<file path="src/hw/rtl/trcs_pkg.sv">
// Shared constants, types and register codes for the toon ramp color sampler.
`default_nettype none
package trcs_pkg;

	localparam int FRAC_BITS  = 14;
	localparam int COORD_W    = FRAC_BITS + 1;
	localparam int CH_W       = 8;
	localparam int NUM_CH     = 3;
	localparam int COLOR_W    = CH_W * NUM_CH;

	localparam int T_FRAC     = 16;
	localparam int T_W        = T_FRAC + 1;
	localparam int DIV_BITS   = T_W;
	localparam int MIX_SHIFT  = 3 * T_FRAC;
	localparam int P_W        = MIX_SHIFT + 1;
	localparam int SQ_W       = 2 * T_FRAC;
	localparam int K_W        = T_FRAC + 2;

	localparam int SMOOTH_LAT = 2;
	localparam int LERP_LAT   = 2;
	localparam int LAT        = 2 + DIV_BITS + 1 + SMOOTH_LAT + 2 * LERP_LAT;

	localparam int CFG_IDX_W  = 3;
	localparam int CFG_DATA_W = COLOR_W;

	typedef logic [COORD_W-1:0] coord_t;
	typedef logic [COLOR_W-1:0] color_t;
	typedef logic [T_W-1:0]     weight_t;
	typedef logic [P_W-1:0]     power_t;

	localparam weight_t T_ONE  = {1'b1, {T_FRAC{1'b0}}};
	localparam weight_t T_HALF = {2'b01, {(T_FRAC-1){1'b0}}};
	localparam power_t  P_ONE  = {1'b1, {MIX_SHIFT{1'b0}}};

	localparam logic [CFG_IDX_W-1:0] REG_LIGHT       = 3'd0;
	localparam logic [CFG_IDX_W-1:0] REG_SHADOW      = 3'd1;
	localparam logic [CFG_IDX_W-1:0] REG_BOUNDARY    = 3'd2;
	localparam logic [CFG_IDX_W-1:0] REG_SOFTNESS    = 3'd3;
	localparam logic [CFG_IDX_W-1:0] REG_BAND_COLOR  = 3'd4;
	localparam logic [CFG_IDX_W-1:0] REG_BAND_CENTER = 3'd5;
	localparam logic [CFG_IDX_W-1:0] REG_BAND_WIDTH  = 3'd6;

	localparam color_t RST_LIGHT    = 24'hFFFFFF;
	localparam color_t RST_SHADOW   = 24'hD2D2D2;
	localparam coord_t RST_BOUNDARY = {2'b01, {(FRAC_BITS-1){1'b0}}};
	localparam coord_t RST_SOFTNESS = COORD_W'(492);

	// Flags that ride along with the two dividers.
	typedef struct packed {
		logic ge;
		logic hard;
		logic sat;
		logic in_band;
	} side_t;

endpackage
`default_nettype wire

</file>
<file path="src/hw/rtl/trcs_lerp.sv">
// Two-stage three-channel lerp from a to b by weight p, rounding half up.
`default_nettype none
module trcs_lerp (
	input  wire logic             clk,
	input  wire trcs_pkg::color_t a,
	input  wire trcs_pkg::color_t b,
	input  wire trcs_pkg::power_t p,
	output trcs_pkg::color_t      y
);
	import trcs_pkg::*;

	localparam int PR_W = CH_W + 1 + P_W + 1;
	localparam int SH_W = PR_W - MIX_SHIFT;
	localparam logic signed [PR_W-1:0] RND = PR_W'(1) << (MIX_SHIFT - 1);

	logic signed [CH_W:0]   diff    [NUM_CH];
	logic signed [PR_W-1:0] prod    [NUM_CH];
	logic signed [PR_W-1:0] prod_s1 [NUM_CH];
	logic signed [PR_W-1:0] rnd     [NUM_CH];
	logic [SH_W-1:0]        sum     [NUM_CH];
	color_t                 a_s1;
	color_t                 y_s2;

	// a*(1-p) + b*p is rewritten as a + (b-a)*p, with an arithmetic shift.
	always_comb begin
		for (int c = 0; c < NUM_CH; c++) begin
			diff[c] = $signed({1'b0, b[COLOR_W-1-CH_W*c -: CH_W]})
			        - $signed({1'b0, a[COLOR_W-1-CH_W*c -: CH_W]});
			prod[c] = diff[c] * $signed({1'b0, p});
		end
	end

	always_ff @(posedge clk) begin
		a_s1 <= a;
		for (int c = 0; c < NUM_CH; c++) begin
			prod_s1[c] <= prod[c];
		end
	end

	always_comb begin
		for (int c = 0; c < NUM_CH; c++) begin
			rnd[c] = prod_s1[c] + RND;
			sum[c] = SH_W'(a_s1[COLOR_W-1-CH_W*c -: CH_W]) + rnd[c][PR_W-1:MIX_SHIFT];
		end
	end

	always_ff @(posedge clk) begin
		for (int c = 0; c < NUM_CH; c++) begin
			y_s2[COLOR_W-1-CH_W*c -: CH_W] <= sum[c][CH_W-1:0];
		end
	end

	assign y = y_s2;

endmodule
`default_nettype wire

</file>
<file path="config.mk">
export PLATFORM = sky130hd
export DESIGN_NAME = trcs_lerp
export DESIGN_NICKNAME = d
export VERILOG_FILES = /design/src/hw/rtl/trcs_pkg.sv /design/src/hw/rtl/trcs_lerp.sv
export SDC_FILE = /design/constraint.sdc
export NUM_CORES = 2
export LEC_CHECK = 0
export ABC_CLOCK_PERIOD_IN_PS = 9600
export BUFFER_PORTS_ARGS = -buffer_cell sky130_fd_sc_hd__buf_2
export CAP_MARGIN = 10
export CORE_MARGIN = 1
export CORE_UTILIZATION = 30
export CTS_BUF_LIST = sky130_fd_sc_hd__clkbuf_16
export DETAILED_ROUTE_END_ITERATION = 7
export PLACE_DENSITY = 0.42
export SLEW_MARGIN = 20
export SYNTH_ARGS = -nofsm -noshare
export SYNTH_HDL_FRONTEND = slang
export SYNTH_SLANG_ARGS = --single-unit
</file>
<file path="constraint.sdc">
create_clock -name clk -period 9.6 [get_ports clk]
set_input_delay 0.96 -clock clk [delete_from_list [all_inputs] [get_ports clk]]
set_output_delay 0.96 -clock clk [all_outputs]
set_load 0.02 [all_outputs]
</file>
Word level (Yosys, flattened, before mapping)
Memory sizes are Yosys's and may differ from the RTL's.
Cells that the tools add are included.
- bits in registers: 48
- input bits: 98
- memory bits (writable): 177
- memories kept: 1
- memories (memory ; words ; width ; rd ports ; clocked after Yosys merged registers in ; write ports ; RTL line ; RTL):
    prod_s1 ; 3 ; 59 ; 3 ; 0 ; 3 ; trcs_lerp.sv:18 ; logic signed [PR_W-1:0] prod_s1 [NUM_CH];
- add/sub/neg operators: 9
- $mul: 3
- operator list (cell ; number):
    9-bit by 50-bit multiplier with 59-bit output ; 3
    56-bit by 49-bit adder with 56-bit output (second input constant) ; 3
    8-bit by 8-bit subtractor with 9-bit output ; 3
    8-bit adder ; 3

Longest topological paths before layout
- word-level depth: 2
- gate-level depth with buffers: 31
- mapped depth without buffers: 29

Worst setup path after synthesis
No wires, ideal clock.
- kind: in2reg
- start point: input port b[16]
- end point: memory prod_s1[0][55] (netlist bit)
- cell stages on the path: 29
- data required time: 9.480 ns
- arrival: 7.204 ns
- path slack: 2.276 ns
- setup time: 0.120 ns
- buffers on the path: 2
- path through: inv_1 > ha_1 > fa_1 > nor2b_1 > o21ai_0 > a21boi_0 > o21ai_0 > nor2b_1 > xnor2_1 > clkbuf_1 > buf_2 > nand2_1 > fa_1 > fa_1 > inv_1 > fa_1 > fa_1 > inv_1 > fa_1 > inv_1 > ha_1 > nor2b_1 > o41ai_1 > a31oi_1 > o21ai_0 > a31oi_1 > a211o_1 > a21oi_1 > xnor2_1
- RTL lines (element ; RTL line ; RTL):
    start: declaration ; trcs_lerp.sv:6 ; input wire trcs_pkg::color_t b,
    end: declaration ; trcs_lerp.sv:18 ;

==> reports/results.txt <==
Fmax: 123 MHz
IO buf count: 121
Most frequent cell after synthesis: fa_1
Top cell by count, worst path: fa_1
Min-delay src: a_s1[8]
Number of H-tree levels: 3
FF+latch area: 1500 um2
Iter 0 DRT Violations: 880
Mapped cell area: 40500 um2
TritonCTS clock tree: built
CP bufs+invs: 4
Die area: 136000 um2
Syn avg cell area: 9.75 um2
Worst r2r dst: y[23]
Unrepaired setup endpoints after global routing: false
Status: complete, but fails checks
WHS Path Cells: 1
MaxCap Viol Count: 0
Worst Hold Path EP: y[8]
Post-synthesis compound-gate area fraction: 4.56%
Asr flop ratio synth: 0%
R2r setup slk: 7.16 ns
DR DRC count: 2
Yosys Warn Count: 0
Crit Path Max Fanout: 13
GRT Total Usage: 17.7%
Largest net degree at the start of global routing: 50
Drt pass-1 iters: 7
Number of synthesized flops with an enable pin: 0
Finish-stage setup viols: 0
Tcrit/Tclk final: 84.8%
Mux contribution to synthesized area: 0.0247%
Adder-cell share of the synthesized area: 61.3%
Core Box Area: 134000 um2
Failing checks: design-rule violations
Wire length per cell after detailed routing: 19.8 um
Crit path DAT: 8.39 ns
Yosys reg bits: 75
Post-Synth XOR/XNOR Area: 2.01%
Syn Nets: 5640
Layout cells sized above 1: 6.17%
Cell accounting for the most synthesized area: fa_1
Area added between synthesis and finish: 7.46%
Die span in y: 369 um
Period minus WS final: 8.14 ns
Placer Congestion: 0.787
Main synth FF type: dfxtp_1
Final hold violation count: 0
Post-Route Skew: 0.00802 ns
Nets@finish: 5597
First-pass GRT wire length: 187000 um
Final-layout fill cell count: 13900
Clk buf depth: 2
Worst EP required: 9.85 ns
Fin util: 32.6%
Path depth of the worst reg2reg path: 10
Synth cell types: 71
Syn Inst Count: 4153
I/O pin count: 122
Total number of vias: 27700
TNS Setup: 0 ns
Final Slew Violations: 0
Worst-path clk slew: 0.06 ns
Synth cell count leaders: fa_1, and2_1, inv_1
Slew Limit Headroom: 33.5%
Reg2Reg Launch Point: prod_s1[0][48]
Top cell type's share of synthesized area: 49.1%
Routed vias/inst: 4.71
Grt ovf: 0
Site Rows: 134
Gates resized, CTS repair: 0
CP peak stage delay: 0.52 ns
Hold Path Class: reg2reg
Worst path slowest cell: fa_1
Register area share after synthesis: 3.71%
Largest family of logic cells by synthesized area: adder cells
Vias in the first global route: 31900
Post-route ant nets: 0
CTS buffer count: 9
Hold-fix buffers, CTS: 0
Crit path max-delay family: adder cells
Post-synthesis simple-gate area fraction: 21.2%
Multi-input logic area: 36300 um2
Detail Placement HPWL: 89600 um
Starting density of the core: 30.3%
Crit end category: register
WL final: 117000 um
Antenna violations before repair: 9
Clock sinks: 75
Clk_lat worst skew: 0.37 ns
Worst-margin pin slew: 0.998 ns
Synth area leaders: fa_1, ha_1, and2_1
Setup Crit Path Kind: in2reg
Startpoint types: input pin
Clk root buf: clkbuf_16
Post-CTS Setup Inserts: 0
Die Span X: 369 um
-- worst register-to-register path, delay by kind of cell, from the launching register on --
| family | cells | cell delay (ns) |
|---|---|---|
| XOR/XNOR | 2 | 0.51 |
| adder cells (fa/ha/maj) | 2 | 0.50 |
| flip-flops | 1 | 0.36 |
| AO/OA/AOI/OAI | 6 | 0.99 |
-- worst max-delay path by stage --
stage / start / end / slack [ns] / cells after the start
2_1_floorplan: b[16] / prod_s1[0][55] / 2.28 / 29
3_3_place_gp: a[17] / prod_s1[0][55] / 1.08 / 27
3_5_place_dp: a[17] / prod_s1[0][55] / 1.01 / 27
4_1_cts: a[17] / prod_s1[0][55] / 1.35 / 27
5_1_grt: a[17] / prod_s1[0][55] / 1.00 / 27
6_report: a[17] / prod_s1[0][55] / 1.46 / 27
-- area by class of cell --
class / instances / area share [%]
multi-input cells: 3308 / 83.4
well taps: 1768 / 5.08
inverters: 536 / 4.62
flip-flops and latches: 75 / 3.45
repair buffers: 180 / 2.61
clock buffers: 9 / 0.518
clock inverters: 7 / 0.265
diodes: 3 / 0.0173
-- stage by stage --
stage	hold WS [ns]	std cells	setup slack, ns	cell area [um2]
6_report	0.457	5886	1.46	43500
5_1_grt	0.480	5883	1.00	43500
4_1_cts	0.461	5883	1.35	43500
3_5_place_dp	0.452	5867	1.01	43200
3_3_place_gp	0.460	5867	1.08	43200
2_1_floorplan	0.432	4153	2.28	40500
-- cells by family after synthesis --
kind of cell,after synthesis
and+or+nand+nor,1541
adders and majority gates,1389
buffers and inverters,770
AOI/OAI and AO/OA,284
xor gates and xnor gates,93
DFF,75
muxes,1
-- layout by cell type (no fill, tap or decap), drive strengths merged, types with 4 or more instances in the layout --
cell	count
a31oi	6
and2	683
nor4	8
nand2	247
a21boi	9
dfxtp	75
fa	993
nor3	21
a211oi	11
a221oi	4
or3	5
nand4b	5
inv	539
o41ai	4
nand4	22
nand3	29
a21oi	95
ha	396
o21bai	15
and3	5
or2	21
a2111oi	4
buf	180
nor2b	20
xnor2	67
xor2	26
o21a	8
a21o	36
nor2	177
o21ai	53
clkbuf	9
nand2b	288
o211ai	10
a211o	6
-- state kept, by name, indices dropped and copies added, names as in the netlist --
signal	cells
y	24
prod_s1	27
a_s1	24
-- metal layers --
metal,track usage (%),up-vias,part of all wire (%)
li1,-,12600,-
met1,23.9,14800,47
met2,31.6,260,50
met3,1.39,73,2.1
met4,2.11,0,1.1
met5,0,-,0
Power is left out: the tool's default activity adds up to more than one toggle a clock period on the data nets, which glitch-free logic cannot reach.
