[src/hw/rtl/trcs_pkg.sv]
// Shared constants, types and register codes for the toon ramp color sampler.
`default_nettype none
package trcs_pkg;

	localparam int FRAC_BITS  = 14;
	localparam int COORD_W    = FRAC_BITS + 1;
	localparam int CH_W       = 8;
	localparam int NUM_CH     = 3;
	localparam int COLOR_W    = CH_W * NUM_CH;

	localparam int T_FRAC     = 16;
	localparam int T_W        = T_FRAC + 1;
	localparam int DIV_BITS   = T_W;
	localparam int MIX_SHIFT  = 3 * T_FRAC;
	localparam int P_W        = MIX_SHIFT + 1;
	localparam int SQ_W       = 2 * T_FRAC;
	localparam int K_W        = T_FRAC + 2;

	localparam int SMOOTH_LAT = 2;
	localparam int LERP_LAT   = 2;
	localparam int LAT        = 2 + DIV_BITS + 1 + SMOOTH_LAT + 2 * LERP_LAT;

	localparam int CFG_IDX_W  = 3;
	localparam int CFG_DATA_W = COLOR_W;

	typedef logic [COORD_W-1:0] coord_t;
	typedef logic [COLOR_W-1:0] color_t;
	typedef logic [T_W-1:0]     weight_t;
	typedef logic [P_W-1:0]     power_t;

	localparam weight_t T_ONE  = {1'b1, {T_FRAC{1'b0}}};
	localparam weight_t T_HALF = {2'b01, {(T_FRAC-1){1'b0}}};
	localparam power_t  P_ONE  = {1'b1, {MIX_SHIFT{1'b0}}};

	localparam logic [CFG_IDX_W-1:0] REG_LIGHT       = 3'd0;
	localparam logic [CFG_IDX_W-1:0] REG_SHADOW      = 3'd1;
	localparam logic [CFG_IDX_W-1:0] REG_BOUNDARY    = 3'd2;
	localparam logic [CFG_IDX_W-1:0] REG_SOFTNESS    = 3'd3;
	localparam logic [CFG_IDX_W-1:0] REG_BAND_COLOR  = 3'd4;
	localparam logic [CFG_IDX_W-1:0] REG_BAND_CENTER = 3'd5;
	localparam logic [CFG_IDX_W-1:0] REG_BAND_WIDTH  = 3'd6;

	localparam color_t RST_LIGHT    = 24'hFFFFFF;
	localparam color_t RST_SHADOW   = 24'hD2D2D2;
	localparam coord_t RST_BOUNDARY = {2'b01, {(FRAC_BITS-1){1'b0}}};
	localparam coord_t RST_SOFTNESS = COORD_W'(492);

	// Flags that ride along with the two dividers.
	typedef struct packed {
		logic ge;
		logic hard;
		logic sat;
		logic in_band;
	} side_t;

endpackage
`default_nettype wire

[src/hw/rtl/trcs_smooth.sv]
// Two-stage smoothstep weight: p = t*t*(3 - 2t) scaled to 2^48.
`default_nettype none
module trcs_smooth (
	input  wire logic              clk,
	input  wire trcs_pkg::weight_t t,
	output trcs_pkg::power_t       p
);
	import trcs_pkg::*;

	localparam logic [K_W-1:0] K_BASE = K_W'(3) << T_FRAC;

	logic [SQ_W-1:0]      sq_s1;
	logic [K_W-1:0]       k_s1;
	logic                 full_s1;
	logic [SQ_W+K_W-1:0]  prod;
	power_t               p_s2;

	// Only t == 1.0 sets the top bit, and then the weight is exactly one.
	always_ff @(posedge clk) begin
		sq_s1   <= t[T_FRAC-1:0] * t[T_FRAC-1:0];
		k_s1    <= K_BASE - {1'b0, t[T_FRAC-1:0], 1'b0};
		full_s1 <= t[T_FRAC];
	end

	assign prod = sq_s1 * k_s1;

	always_ff @(posedge clk) begin
		p_s2 <= full_s1 ? P_ONE : prod[P_W-1:0];
	end

	assign p = p_s2;

endmodule
`default_nettype wire

[config.mk]
export PLATFORM = sky130hd
export DESIGN_NAME = trcs_smooth
export DESIGN_NICKNAME = d
export VERILOG_FILES = /design/src/hw/rtl/trcs_pkg.sv /design/src/hw/rtl/trcs_smooth.sv
export SDC_FILE = /design/constraint.sdc
export NUM_CORES = 2
export LEC_CHECK = 0
export ABC_AREA = 1
export BUFFER_PORTS_ARGS = -buffer_cell sky130_fd_sc_hd__buf_2
export CORE_ASPECT_RATIO = 0.9
export CORE_MARGIN = 8
export CORE_UTILIZATION = 50
export CTS_CLUSTER_SIZE = 10
export DETAILED_ROUTE_END_ITERATION = 16
export PLACE_DENSITY = 0.69
export SYNTH_ARGS = -nofsm -noshare
export SYNTH_HDL_FRONTEND = slang
export SYNTH_SLANG_ARGS = --single-unit
[constraint.sdc]
create_clock -name clk -period 6 [get_ports clk]
set_input_delay 0.9 -clock clk [delete_from_list [all_inputs] [get_ports clk]]
set_output_delay 0.9 -clock clk [all_outputs]
set_load 0.05 [all_outputs]
Yosys cells after proc, flatten, opt, wreduce, memory -nomap -nowiden
Index checks and enable logic that the tools add are counted.
{ "totals": {"reg_bits": 100, "latch_bits": 0, "ramBits": 0, "mem_bits_ro": 0, "in_bits": 18, "output_inout_bits": 49, "elab_cells": 7, "n_memories": 0} }
{ "classes": {"add_sub_neg": 1, "n_mul": 2, "div": 0, "order_cmp": 0, "eq_ne": 0, "shifts": 0, "mux": 0, "bitwise": 0, "n_reduce_logical": 0} }
{ "op_table": {"columns": ["cell", "n"], "rows": [
  ["$mul A32 B18 Y49", 1],
  ["$mul A16 B16 Y32", 1],
  ["$sub A18 B17 Y18 const A", 1]
]} }

Logic depth before layout (Yosys ltp)
{ "logic_depth": {"ltp_word": 1, "mapped_depth": 30, "depth_no_buf": 28} }

Worst setup path before layout
Ideal clock, no wire load.
{ "synth_timing": {"path_kind": "input to register", "from": "in t[12]", "to": "reg sq_s1[30]", "setup_ns": 0.112, "arrival_ns": 5.913, "required_ns": 5.888, "slack_ns": -0.025, "stages": 22, "n_path_buf": 2, "cell_sequence": "clkbuf_1 clkbuf_1 nand2_1 fa_1 inv_1 fa_1 inv_1 fa_1 inv_1 fa_1 inv_1 fa_1 inv_1 fa_1 ha_1 nand2_1 nor2_1 inv_1 nor4_1 nand2_1 nand3_1 nand2_1"} }
{ "synth_between": {"elab_chain_len": 1} }
{ "synth_rtl": {"columns": ["item", "line_no", "text"], "rows": [
  ["from (decl)", "trcs_smooth.sv:5", "input wire trcs_pkg::weight_t t,"],
  ["$mul A16 B16 Y32", "trcs_smooth.sv:20", "sq_s1 <= t[T_FRAC-1:0] * t[T_FRAC-1:0];"],
  ["to (signal assigned)", "trcs_smooth.sv:20", null],
  ["to (decl)", "trcs_smooth.sv:12", "logic [SQ_W-1:0] sq_s1;"]
]} }
No other way between the ends.
A chain may end at the register's enable or synchronous reset.

Worst setup path after layout
{ "layout_timing": {"from": "reg sq_s1[28]", "to": "reg p_s2[46] (netlist: p[46])"} }
{ "layout_between": {"elab_chain_len": 1} }
{ "layout_rtl": {"columns": ["item", "line_no", "text"], "rows": [
  ["$mul A32 B18 Y49", "trcs_smooth.sv:25", "assign prod = sq_s1 * k_s1;"],
  ["to (signal assigned)", "trcs_smooth.sv:28", "p_s2 <= full_s1 ? P_ONE : prod[P_W-1:0];"],
  ["to (decl)", "trcs_smooth.sv:16", "power_t p_s2;"]
]} }
No other way between the ends.

==> key figures <==
Status
  • Status: finished, final reports clean

Logic synthesis
  • Top-area cell type share of the netlist area: 41.2%
  • Avg Inst Size Synth: ~7.5 um2
  • Syn Inst Count: 3875
  • Top post-synthesis cells by area: fa_1 (41%), inv_1 (16%), nand2_1 (14%), ha_1 (11%), dfxtp_1 (6.6%)
  • Post-synthesis sequential area ratio: 6.64%
  • Ys Warns: 0
  • Yosys cell types: 43
  • Synth Register Bits: 96
  • Cell type with the highest aggregate area in the netlist: fa_1
  • Synth Cell Area: ~29000 um2
  • Synth Net Count: between 4k and 5k
  • Synth Flop Type: dfxtp_1
  • Post-synth EDFFs: 0
  • Ys async rst share: 0%

Finish
  • Antenna diodes: 0
  • Sequential Area: approximately 1900 um2
  • Multi-input logic area: roughly 22000 um2
  • Synthesis-to-layout area growth: 7.49%
  • Most frequent cells in the layout: inv_1 (1223), nand2_1 (1062), fa_1 (596), ha_1 (255), nor2_1 (135)
  • # fillers: around 5.5k
  • Share of cells above drive strength 1: 7.00%
  • Most common cell after layout, fill and taps aside: inv_1
  • # nets final: approximately 4.8k

Clock network
  • Clk pin slew, worst setup/hold paths: 0.09 ns
  • Level count of the clock H-tree: 3
  • TritonCTS clock tree: done
  • Inserted Clock Buffers: 9
  • CTS root buf: clkbuf_16
  • Sink Count: 96
  • Worst-Skew Late Latency: 0.40 ns
  • CTS max path bufs: 2
  • Setup repair bufs after CTS: 0

Drt
  • TritonRoute pass-1 iters: 6
  • Total Wirelength: 70.1 mm
  • DRC: 0
  • Iter 0 DRT Violations: about 1.5k
  • Vias post-DR: between 20k and 25k
  • Routed Antenna Nets: 0
  • Routed WL per cell: between 10 and 15 um
  • Drt via density: around 4.8

Global route
  • Largest net degree at the start of global routing: 47
  • Met2 Usage GRT: roughly two fifths
  • Busiest grt layer: met2
  • GRT overflow: 0
  • Met1 Use GR: between 20% and 30%
  • Initial antenna violation count: 0
  • Vias in the first global route: between 20k and 25k
  • Met3 Usage GRT: roughly 4%
  • Global-route wire length before repair: approximately 120 mm
  • All-Layer GR Usage: 22.4%

Critical path
  • Startpoint Class: flip-flop
  • CP arrival: 6.02 ns
  • R2R cell count: 21
  • Worst reg2reg path endpoint: p[46]
  • CP max FO: 8
  • Nature of the critical path endpoint: flip-flop
  • Setup CP Type: reg -> reg
  • Critical Path RT: roughly 6.3 ns
  • Worst r2r src: sq_s1[28]
  • R2R Setup Slk: approximately 0.3 ns

Timing
  • # setup viols final: 0
  • Unrepaired setup endpoints after global routing: no
  • Fmax: 175 MHz
  • Relative slew slack: 62.3%
  • Fin Clk Skew: about 0.017 ns
  • Least-Margin Pin Slew: 0.564 ns
  • Tmin final: ~5.7 ns
  • Period utilization: 95.1%
  • Setup_tns: 0 ns
  • Final slew viol count: 0
  • Hold Violations, Final: 0

Floorplanning
  • Boundary pin count: between 60 and 70
  • Die width: 270 um
  • Initial Util: between 50% and 60%
  • Total Die Area: about 66000 um2
  • Num rows: 83
  • Die span in y: around 240 um
  • Core Area: 57100 um2

Flow run
  • Max cap viols: 0

Placed design
  • GPL Wtd Cong: 0.922
  • DP Wirelength: 58.7 mm
  • IO Port Bufs: 65

Hold path
  • WHS Path Cells: 1
  • HP Class: reg -> reg
  • Hold_sp: full_s1
  • Hold endpoint: p[1]
## how the worst max path moves through the flow
stage | from | to | cells after the start
after CTS | sq_s1[26] | p[46] | 19
after detailed placement | t[3] | sq_s1[30] | 22
after floorplan | t[10] | sq_s1[25] | 22
after global routing | t[3] | sq_s1[30] | 22
final | sq_s1[28] | p[46] | 21
after global placement | t[6] | sq_s1[23] | 21
## cells by family after synthesis
| group | synth area share, % |
|---|---|
| XOR/XNOR | 1.33 |
| AND/OR/NAND/NOR | 18.8 |
| buffers and inverters | 18.0 |
| adder cells (fa/ha/maj) | 52.3 |
| AO/OA/AOI/OAI | 2.93 |
| other | 0.0130 |
| flip-flops | 6.64 |
## timing repair
item	4_1_cts	5_1_grt
gates resized for setup	0	16
hold buffers	0	0
setup endpoints to repair	0	14
## layer usage
layer / wire length, um / share of wire (%)
met3: 5160 / 7.4
met2: 33300 / 47
met5: 0 / 0
met1: 30100 / 43
met4: 1600 / 2.3
## state kept, by name (all words and copies together) (netlist names)
name,cells
k_s1,16
p,48
full_s1,1
sq_s1,31
## through the flow
stage	hold WS [ns]	setup WS, ns	cells	instance area [um2]	utilization [%]
floorplan	0.432	0.0210	3875	29000	-
global placement	0.613	-0.0614	4679	30800	53.8
detailed placement	0.610	-0.0133	4679	30800	53.8
CTS	0.589	0.169	4695	31100	54.4
global route	0.588	0.0137	4695	31100	54.5
finish	0.603	0.293	4695	31100	54.5
## cell usage after synthesis, types with 5 or more instances
cell and count:
o21bai_1 6, o21a_1 5, xnor2_1 10, nand2_1 1063, xor2_1 34, dfxtp_1 96, nor2_2 15, nor2_1 136
a21oi_1 100, nor3_1 12, ha_1 256, inv_1 1223, nand4_1 14, buf_2 6, clkbuf_1 126, fa_1 596
buf_1 11, o21ai_0 40, nand2_2 16, nand3_1 53, nand3_2 10
## critical path, cell delays in order (launching register included)
cell     delay (ns)
dfxtp_1        0.64
nand2_1        0.15
fa_1           0.54
inv_1          0.06
fa_1           0.48
inv_1          0.05
fa_1           0.49
inv_1          0.05
fa_1           0.52
fa_1           0.51
inv_1          0.05
fa_1           0.51
inv_1          0.05
ha_1           0.39
nand2_1        0.10
nor2_1         0.21
nand2_1        0.15
nor2_1         0.19
nand3_2        0.16
nand4_1        0.13
nand2_1        0.06
nor2_1         0.13
## cell type report
| type | instances | area share, % |
|---|---|---|
| flip-flops and latches | 96 | 6.21 |
| well taps | 765 | 3.08 |
| inverters | 1230 | 14.9 |
| repair buffers | 187 | 4.63 |
| multi-input cells | 2401 | 70.2 |
| clock buffers | 9 | 0.724 |
| clock inverters | 7 | 0.297 |
Power is left out: the tool's default activity adds up to more than one toggle a clock period on the data nets, which glitch-free logic cannot reach.
