`src/hw/rtl/trcs_pkg.sv`:
```
// Shared constants, types and register codes for the toon ramp color sampler.
`default_nettype none
package trcs_pkg;

	localparam int FRAC_BITS  = 14;
	localparam int COORD_W    = FRAC_BITS + 1;
	localparam int CH_W       = 8;
	localparam int NUM_CH     = 3;
	localparam int COLOR_W    = CH_W * NUM_CH;

	localparam int T_FRAC     = 16;
	localparam int T_W        = T_FRAC + 1;
	localparam int DIV_BITS   = T_W;
	localparam int MIX_SHIFT  = 3 * T_FRAC;
	localparam int P_W        = MIX_SHIFT + 1;
	localparam int SQ_W       = 2 * T_FRAC;
	localparam int K_W        = T_FRAC + 2;

	localparam int SMOOTH_LAT = 2;
	localparam int LERP_LAT   = 2;
	localparam int LAT        = 2 + DIV_BITS + 1 + SMOOTH_LAT + 2 * LERP_LAT;

	localparam int CFG_IDX_W  = 3;
	localparam int CFG_DATA_W = COLOR_W;

	typedef logic [COORD_W-1:0] coord_t;
	typedef logic [COLOR_W-1:0] color_t;
	typedef logic [T_W-1:0]     weight_t;
	typedef logic [P_W-1:0]     power_t;

	localparam weight_t T_ONE  = {1'b1, {T_FRAC{1'b0}}};
	localparam weight_t T_HALF = {2'b01, {(T_FRAC-1){1'b0}}};
	localparam power_t  P_ONE  = {1'b1, {MIX_SHIFT{1'b0}}};

	localparam logic [CFG_IDX_W-1:0] REG_LIGHT       = 3'd0;
	localparam logic [CFG_IDX_W-1:0] REG_SHADOW      = 3'd1;
	localparam logic [CFG_IDX_W-1:0] REG_BOUNDARY    = 3'd2;
	localparam logic [CFG_IDX_W-1:0] REG_SOFTNESS    = 3'd3;
	localparam logic [CFG_IDX_W-1:0] REG_BAND_COLOR  = 3'd4;
	localparam logic [CFG_IDX_W-1:0] REG_BAND_CENTER = 3'd5;
	localparam logic [CFG_IDX_W-1:0] REG_BAND_WIDTH  = 3'd6;

	localparam color_t RST_LIGHT    = 24'hFFFFFF;
	localparam color_t RST_SHADOW   = 24'hD2D2D2;
	localparam coord_t RST_BOUNDARY = {2'b01, {(FRAC_BITS-1){1'b0}}};
	localparam coord_t RST_SOFTNESS = COORD_W'(492);

	// Flags that ride along with the two dividers.
	typedef struct packed {
		logic ge;
		logic hard;
		logic sat;
		logic in_band;
	} side_t;

endpackage
`default_nettype wire

```
`src/hw/rtl/trcs_div.sv`:
```
// Pipelined restoring divider, one quotient bit per stage, for (num << 16) / den.
`default_nettype none
module trcs_div (
	input  wire logic             clk,
	input  wire trcs_pkg::coord_t num,
	input  wire trcs_pkg::coord_t den,
	output trcs_pkg::weight_t     quo,
	output logic                  rem_nz
);
	import trcs_pkg::*;

	coord_t            rem_s  [DIV_BITS];
	weight_t           quo_s  [DIV_BITS];
	logic [COORD_W:0]  step_r [DIV_BITS];

	// Returns {quotient bit, new remainder}. The remainder stays below den
	// whenever the quotient fits in DIV_BITS bits.
	function automatic logic [COORD_W:0] div_step(input coord_t rem, input logic nbit,
			input coord_t d);
		logic [COORD_W:0] trial;
		logic [COORD_W:0] diff;
		trial = {rem, nbit};
		diff  = trial - {1'b0, d};
		if (trial >= {1'b0, d}) begin
			return {1'b1, diff[COORD_W-1:0]};
		end
		return {1'b0, trial[COORD_W-1:0]};
	endfunction

	always_comb begin
		step_r[0] = div_step({1'b0, num[COORD_W-1:1]}, num[0], den);
		for (int k = 1; k < DIV_BITS; k++) begin
			step_r[k] = div_step(rem_s[k-1], 1'b0, den);
		end
	end

	always_ff @(posedge clk) begin
		rem_s[0] <= step_r[0][COORD_W-1:0];
		quo_s[0] <= {{(DIV_BITS-1){1'b0}}, step_r[0][COORD_W]};
		for (int k = 1; k < DIV_BITS; k++) begin
			rem_s[k] <= step_r[k][COORD_W-1:0];
			quo_s[k] <= {quo_s[k-1][DIV_BITS-2:0], step_r[k][COORD_W]};
		end
	end

	assign quo    = quo_s[DIV_BITS-1];
	assign rem_nz = |rem_s[DIV_BITS-1];

endmodule
`default_nettype wire

```
`config.mk`:
```
export PLATFORM = sky130hd
export DESIGN_NAME = trcs_div
export DESIGN_NICKNAME = d
export VERILOG_FILES = /design/src/hw/rtl/trcs_pkg.sv /design/src/hw/rtl/trcs_div.sv
export SDC_FILE = /design/constraint.sdc
export NUM_CORES = 1
export LEC_CHECK = 0
export BUFFER_PORTS_ARGS = -buffer_cell sky130_fd_sc_hd__buf_4
export CAP_MARGIN = 5
export CELL_PAD_IN_SITES_DETAIL_PLACEMENT = 1
export CELL_PAD_IN_SITES_GLOBAL_PLACEMENT = 2
export CORE_AREA = 2 2 185 369
export CTS_CLUSTER_SIZE = 20
export DETAILED_ROUTE_END_ITERATION = 12
export DIE_AREA = 0 0 187 371
export PLACE_DENSITY_LB_ADDON = 0.1
export SYNTH_ARGS = -nofsm -noshare
export SYNTH_HDL_FRONTEND = slang
export SYNTH_SLANG_ARGS = --single-unit
```
`constraint.sdc`:
```
create_clock -name clk -period 8.9 [get_ports clk]
set_clock_uncertainty 0.05 [all_clocks]
set_input_delay 1.78 -clock clk [delete_from_list [all_inputs] [get_ports clk]]
set_output_delay 1.78 -clock clk [all_outputs]
set_load 0.02 [all_outputs]
```
# Word level (Yosys, flattened, before mapping)
# Memory sizes are Yosys's and may differ from the RTL's.
# Cells that the tools add are included.
# totals
regBits	0
mem_bits_rw	544
in_bits	31
output_inout_bits	18
word_cells	88
mem_count	2
# op_classes
n_addsub	17
order_cmp	17
muxes	51
n_reduce_logical	1
# mem_list
name	words	word_bits	read_ports	rd_ports_with_merged_regs	wr	line	text
quo_s	17	17	17	0	17	trcs_div.sv:13	weight_t quo_s [DIV_BITS];
rem_s	17	15	17	0	17	trcs_div.sv:12	coord_t rem_s [DIV_BITS];
# op_table
op	n
$mux W16	34
$ge A16 B15 Y1	16
$sub A15 B15 Y15	17
$mux W1	17
$ge A15 B15 Y1	1
$reduce_or A15 Y1	1

# Longest topological paths before layout
# Gate-level depths: netlist of run 1.
# logic_depth
depth_word	3
ltp_mapped	13
mapped_depth_nobuf	11

# Least setup slack after synthesis of run 1
# OpenSTA, ideal clock, no wires.
# synth_timing
path_type	input to register
startpoint	input den[0]
endpoint	memory rem_s[0][231] (netlist bit)
setup_ps	121
arrival_ps	5474
t_required_ps	8729
slack_ps	3255
path_stages	12
n_path_buf	3
cell_sequence	buf_2 -> inv_1 -> clkbuf_1 -> fa_1 -> a21o_1 -> a22oi_1 -> a21oi_1 -> a21oi_1 -> o21ai_0 -> o31a_1 -> buf_4 -> mux2_2
# synth_lines
element	line	text
start: declaration	trcs_div.sv:6	input wire trcs_pkg::coord_t den,
end: declaration	trcs_div.sv:12	

==> metrics.cfg, run 1 <==
[synthesis]
synth_top_cell_by_area = dfxtp_1
synthArstFlopShare_pct = 0
synth_edf_count = 0
synthMuxAreaShare_pct = 6.22
yosys.area_share.xor_xnor_pct = 6.14
synthFlopType = dfxtp_1
syn_area_per_cell_sq_um = 9.31
synth_area_leaders = dfxtp_1, ha_1, mux2_2
yosysSeqAreaShare_pct = 35.3
syn_area_sq_mm = 0.0231
synth_cell_type_count = 96
ys_warn_count = 0
synth_compound_area_share_pct = 21.6
syn-num-nets = 2787
synth_fa_ha_area_share_pct = 15.3
yosys-top-cells-count = dfxtp_1, ha_1, nor2_1, a21oi_1
synth_most_common_cell = dfxtp_1
yosys.area_share.simple_pct = 12.7
synth_top_family_by_area = compound AO/OA/AOI/OAI gates
synth_cells = 2484
ys_ff_latch = 408
synth_top_area_share_pct = 35.3

[floorplan]
rows = 134
io-pin-count = 49
dieArea_sq_mm = 0.0694
coreArea_sq_mm = 0.0666
die_h_um = 371
die_w_um = 187
start_util_pct = 34.7

[final_layout]
syn2layout_area_growth_pct = 11.8
fill_cells = 7694
seqCellArea_sq_mm = 0.00817
layout.nets = 2837
antennaDiodeCount = 0
drive_gt1_share_pct = 12.0
multi_input_area_sq_mm = 0.0143
stdcell_count = 3451

[sta]
hold_viol_final = 0
clock.fmax_mhz = 193
rsz0062_at_grt = no
setup_viol = 0
max_slew_margin_pct = 29.6
setup_tns_ns = 0
drv_slew = 0
worst_pin_slew_ns = 1.05
layout_min_cycle_time_ns = 5.17
post-route-period-util_pct = 58.1

[clocking]
clk_latency_ns = 0.58
cts_root_buf = clkbuf_16
cts_max_path_buffers = 3
clkTransAtPathRegs_ns = 0.07
cts.sinks = 408
cts-buffers-inserted = 41
ctsHoldBuffers = 0
htree_levels = 2
cts_resized = 0
cts_tree = built
post-cts-setup-buffer-count = 0

[grt]
antenna_found_initial = 0
grt_usage_pct = 22.1
grt_pass1_vias = 20922
overflow = 0
grt_max_degree = 29
grt_pass1_wl_mm = 117

[pwr]
max-vdd-ir-drop_mv = 0.195
p_leak_nw = 11.1
p_per_area_mw_per_mm2 = 454

[setup_path]
path_max_fanout = 27
critPathSlowestCell = o31ai_4
cpMostUsedCell = buf_4
cp_slowest_stage_delay_ns = 0.84
crit_chain = buf_4 > inv_2 > buf_4 > fa_1 > a21oi_1 > o21ai_1 > a2111oi_2 > nor2_1 > o31ai_4 > mux2_2
cp.arrival_ns = 5.59
cp-end-kind = register
crit_type = primary input to register
crit_required_ns = 9.32
start_kind = primary input

[drt]
drc = 0
first_iter_violations = 490
wl_per_cell_um = 22.2
drtAntennaViolNets = 0
first_pass_iters = 4
wl_mm = 76.6
vias_per_cell = 5.47
via_count = 18881

[place]
io_buffers = 48
post-dp-hpwl_mm = 58.3
dpl.cell_count = 3375
finalWeightedCongestion = 0.861

[status]
status = finished, final reports clean

[flow_run]
cap_violations = 0

[hold_path]
hp-class = register to register

[cells in the final DEF, fill, tap and decap left out, types with 19 or more instances in the layout]
cell,Yosys,final
and2_1,19,19
o21ai_0,182,182
a21oi_1,190,189
nor3_1,51,51
a21o_1,85,85
nand4_1,25,25
buf_4,20,68
dfxtp_1,408,408
nor2_1,196,196
and3_1,19,19
ha_1,255,255
o31ai_1,22,22
a211oi_1,29,29
inv_1,77,75
nand3_1,25,25
xnor2_1,93,93
o21a_1,46,46
xor2_1,69,69
clkbuf_16,0,43
nand2_1,182,182
a31oi_1,30,30
nor2b_1,25,25
mux2_2,94,94
[layer usage]
| metal | GRT usage, % | up-vias | part of all wire, % |
|---|---|---|---|
| li1 | - | 9150 | - |
| met5 | 0 | - | 0 |
| met1 | 18.3 | 9299 | 32 |
| met3 | 1.71 | 189 | 1.6 |
| met4 | 15.3 | 0 | 7.7 |
| met2 | 47.4 | 243 | 59 |
[registers in the layout, indices dropped and copies added, names as in the netlist]
| register | cells |
|---|---|
| quo_s | 153 |
| rem_s | 255 |
[area by class of cell]
cell class,count,area share [%]
repair buffers,68,1.97
flip-flops and latches,408,31.6
clock buffers,46,4.28
multi-input cells,1936,55.4
inverters,79,1.15
well taps,884,4.28
clock inverters,30,1.37
[report_power, final]
group / total [mW] / switching [mW] / internal (mW) / leakage, nW
Combinational: 6.41 / 3.60 / 2.81 / 6.97
Sequential: 3.41 / 0.613 / 2.80 / 3.44
Clock: 1.91 / 0.842 / 1.07 / 0.699
Total: 11.7 / 5.06 / 6.68 / 11.1
[cell families (layout without fill, tap and decap cells)]
| group | after synthesis | count (layout) |
|---|---|---|
| AO/OA/AOI/OAI | 756 | 756 |
| AND/OR/NAND/NOR | 622 | 622 |
| flip-flops | 408 | 408 |
| adder cells (fa/ha/maj) | 272 | 272 |
| XOR/XNOR | 162 | 162 |
| buffers and inverters | 140 | 223 |
| multiplexers | 124 | 124 |
[path summary, 6_finish.rpt]
kind | cells past startpoint | startpoint | end | slack [ns]
max reg2reg | 7 | rem_s[0][78]$_DFF_P_ | rem_s[0][91]$_DFF_P_ | 5.67
max | 10 | den[0] | rem_s[0][18]$_DFF_P_ | 3.73
min | 0 | quo_s[0][137]$_DFF_P_ | quo_s[0][155]$_DFF_P_ | 0.26
min reg2reg | 0 | quo_s[0][137]$_DFF_P_ | quo_s[0][155]$_DFF_P_ | 0.26
[worst max-delay path, delay by kind of cell]
| kind | cells | cell delay (ns) |
|---|---|---|
| multiplexers | 1 | 0.41 |
| buffers and inverters | 3 | 0.94 |
| adder cells (fa/ha/maj) | 1 | 0.51 |
| AND/OR/NAND/NOR | 1 | 0.19 |
| AO/OA/AOI/OAI | 4 | 1.70 |
[stage by stage]
stage / utilization, % / worst slack, ns / hold WS, ns / instance area [sq um] / power [mW]
after floorplan: - / 3.26 / 0.260 / 23100 / 8.09
after global placement: 36.7 / 3.19 / 0.260 / 24400 / 9.77
after detailed placement: 36.7 / 3.09 / 0.263 / 24400 / 9.93
after CTS: 38.9 / 3.72 / 0.264 / 25900 / 11.9
after global routing: 38.9 / 3.42 / 0.283 / 25900 / 12.7
final: 38.9 / 3.73 / 0.263 / 25900 / 11.7
No activity file was read; power rests on OpenSTA's default activity.
==> inputs of run 2 (changes only) <==
clock period = 4.8 ns   (was 8.9 ns; I/O delays follow)
==> run 2 against run 1 <==
  * Total power increased by 90%
  * Flip-flop and latch count unchanged
  * Count of clock-buffer cells in the layout increased by 4
  * Global-route usage rose by 0.45 points
  * Final cell count increased by 1.4%
==> metrics.cfg, run 2 (synthesis gave the netlist of run 1 again) <==
[sta]
drv_slew = 0  ; unchanged
worst_pin_slew_ns = 0.960  ; -0.0929 ns
rsz0062_at_grt = no
layout_min_cycle_time_ns = 3.61
setup_viol = 0  ; unchanged
setup_tns_ns = 0  ; unchanged
fin_ws_ns = 1.19  ; -2.54 ns
max_slew_margin_pct = 35.9  ; +6.3 points
clock.fmax_mhz = 277
whs_ns = 0.270  ; +0.00714 ns
post-route-period-util_pct = 75.3
hold_viol_final = 0  ; unchanged

[setup_path]
crit_chain = buf_4 > inv_1 > buf_4 > ha_1 > a21o_1 > a21oi_1 > o21ai_0 > o2111ai_1 > o21ai_2 > buf_4 > mux2_2
cp-end-kind = register
critPathTopFamily = buffers and inverters
crit_cells = 11  ; +1
path_max_fanout = 23  ; -15%
cpMostUsedCell = buf_4
reg2reg_depth = 7  ; unchanged
start_kind = primary input
crit_required_ns = 5.21  ; -4.11 ns
crit_type = primary input to register
cp.arrival_ns = 4.02  ; -1.57 ns
critPathSlowestCell = inv_1
cp_slowest_stage_delay_ns = 0.68  ; -0.16 ns
crit_buf_inv = 4  ; +1

[floorplan]
die_h_um = 371  ; unchanged
io-pin-count = 49  ; unchanged
coreArea_sq_mm = 0.0666  ; unchanged
die_w_um = 187  ; unchanged
dieArea_sq_mm = 0.0694  ; unchanged
rows = 134  ; unchanged
start_util_pct = 34.7  ; unchanged

[final_layout]
fill_cells = 7670  ; -0.31%
reg_top3 = rem_s x255, quo_s x153
syn2layout_area_growth_pct = 14.1
layout.nets = 2886  ; +1.7%
final_cell_mix = dfxtp_1, ha_1, nor2_1, a21oi_1
final_common_cell = dfxtp_1
stdcell_count = 3500  ; +1.4%
regMostFlops = rem_s
fin_area_sq_mm = 0.0264  ; +2.0%
antennaDiodeCount = 0  ; unchanged
fin_util_pct = 39.6  ; +0.79 points
drive_gt1_share_pct = 13.7  ; +1.6 points
largest_reg_flops = 255  ; unchanged

[grt]
overflow = 0  ; unchanged
grt_pass1_vias = 21082  ; +0.76%
grt_max_degree = 28  ; -3.4%
grt_usage_pct = 22.5  ; +0.45 points
grt_pass1_wl_mm = 120  ; +2.1%
antenna_found_initial = 0  ; unchanged

[clocking]
cts_resized = 0  ; unchanged
cts_tree = built
cts.sinks = 408  ; unchanged
clk_latency_ns = 0.59  ; about the same
cts-buffers-inserted = 43  ; +4.9%
htree_levels = 2  ; unchanged
cts_root_buf = clkbuf_16
post-cts-setup-buffer-count = 0  ; unchanged
ctsHoldBuffers = 0  ; unchanged
cts_max_path_buffers = 3  ; unchanged
clkTransAtPathRegs_ns = 0.06  ; about the same

[pwr]
totalPowerFinal_mw = 22.4  ; +90%
p_per_area_mw_per_mm2 = 847  ; +87%
p_leak_nw = 11.4  ; +2.8%
max-vdd-ir-drop_mv = 0.361  ; +85%

[place]
post-dp-hpwl_mm = 62.0  ; +6.3%
pre_cts_ws_ns = 0.514  ; -2.58 ns
place_area_sq_mm = 0.0248  ; +1.7%
finalWeightedCongestion = 0.832  ; -3.4%
io_buffers = 48  ; unchanged
dpl.cell_count = 3422  ; +1.4%

[drt]
first_iter_violations = 534  ; +9.0%
vias_per_cell = 5.41  ; -1.1%
drtAntennaViolNets = 0  ; unchanged
via_count = 18941  ; +0.32%
drc = 0  ; unchanged
wl_per_cell_um = 22.2  ; +0.16%
wl_mm = 77.8  ; +1.6%
first_pass_iters = 4  ; unchanged

[hold_path]
worstHoldPathCells = 0  ; unchanged
hp-class = register to register

[flow_run]
cap_violations = 0  ; unchanged

[status]
status = finished, final reports clean

## run 2: cell count changes in the layout (fill, tap and decap cells not counted), sizes merged
| cell | delta |
|---|---|
| buf | +47 |
| bufinv | +4 |
| clkbuf | +4 |
| clkinv | +3 |
| inv | -9 |
## run 2: path summary, 6_finish.rpt
| check | from | end | slack [ns] |
|---|---|---|---|
| max | den[8] | rem_s[0][52]$_DFF_P_ | 1.19 |
| min | quo_s[0][121]$_DFF_P_ | quo_s[0][139]$_DFF_P_ | 0.27 |
| max reg2reg | rem_s[0][0]$_DFF_P_ | rem_s[0][16]$_DFF_P_ | 1.56 |
| min reg2reg | quo_s[0][121]$_DFF_P_ | quo_s[0][139]$_DFF_P_ | 0.27 |
## run 2: final cells by class
type | count | area [sq um] | share of cell area [%]
Clock buffer | 50 | 1180 | 4.49
Clock inverter | 28 | 390 | 1.48
Inverter | 79 | 297 | 1.12
Multi-Input combinational cell | 1936 | 14300 | 54.3
Sequential cell | 408 | 8170 | 31.0
Tap cell | 884 | 1110 | 4.19
Timing Repair Buffer | 115 | 926 | 3.51
## run 2: layer usage
metal	vias to the layer above	part of all wire, %	track usage [%]
li1	9222	-	-
met1	9274	31	18.2
met2	259	58	47.6
met3	186	2.1	2.47
met4	0	8.8	17.5
met5	-	0	0
## run 2: where the power goes
| group | leakage [nW] | switching [mW] | internal, mW | total (mW) |
|---|---|---|---|---|
| Sequential | 3.44 | 1.11 | 5.19 | 6.30 |
| Clock | 0.760 | 1.51 | 2.26 | 3.77 |
| Combinational | 7.22 | 6.81 | 5.48 | 12.3 |
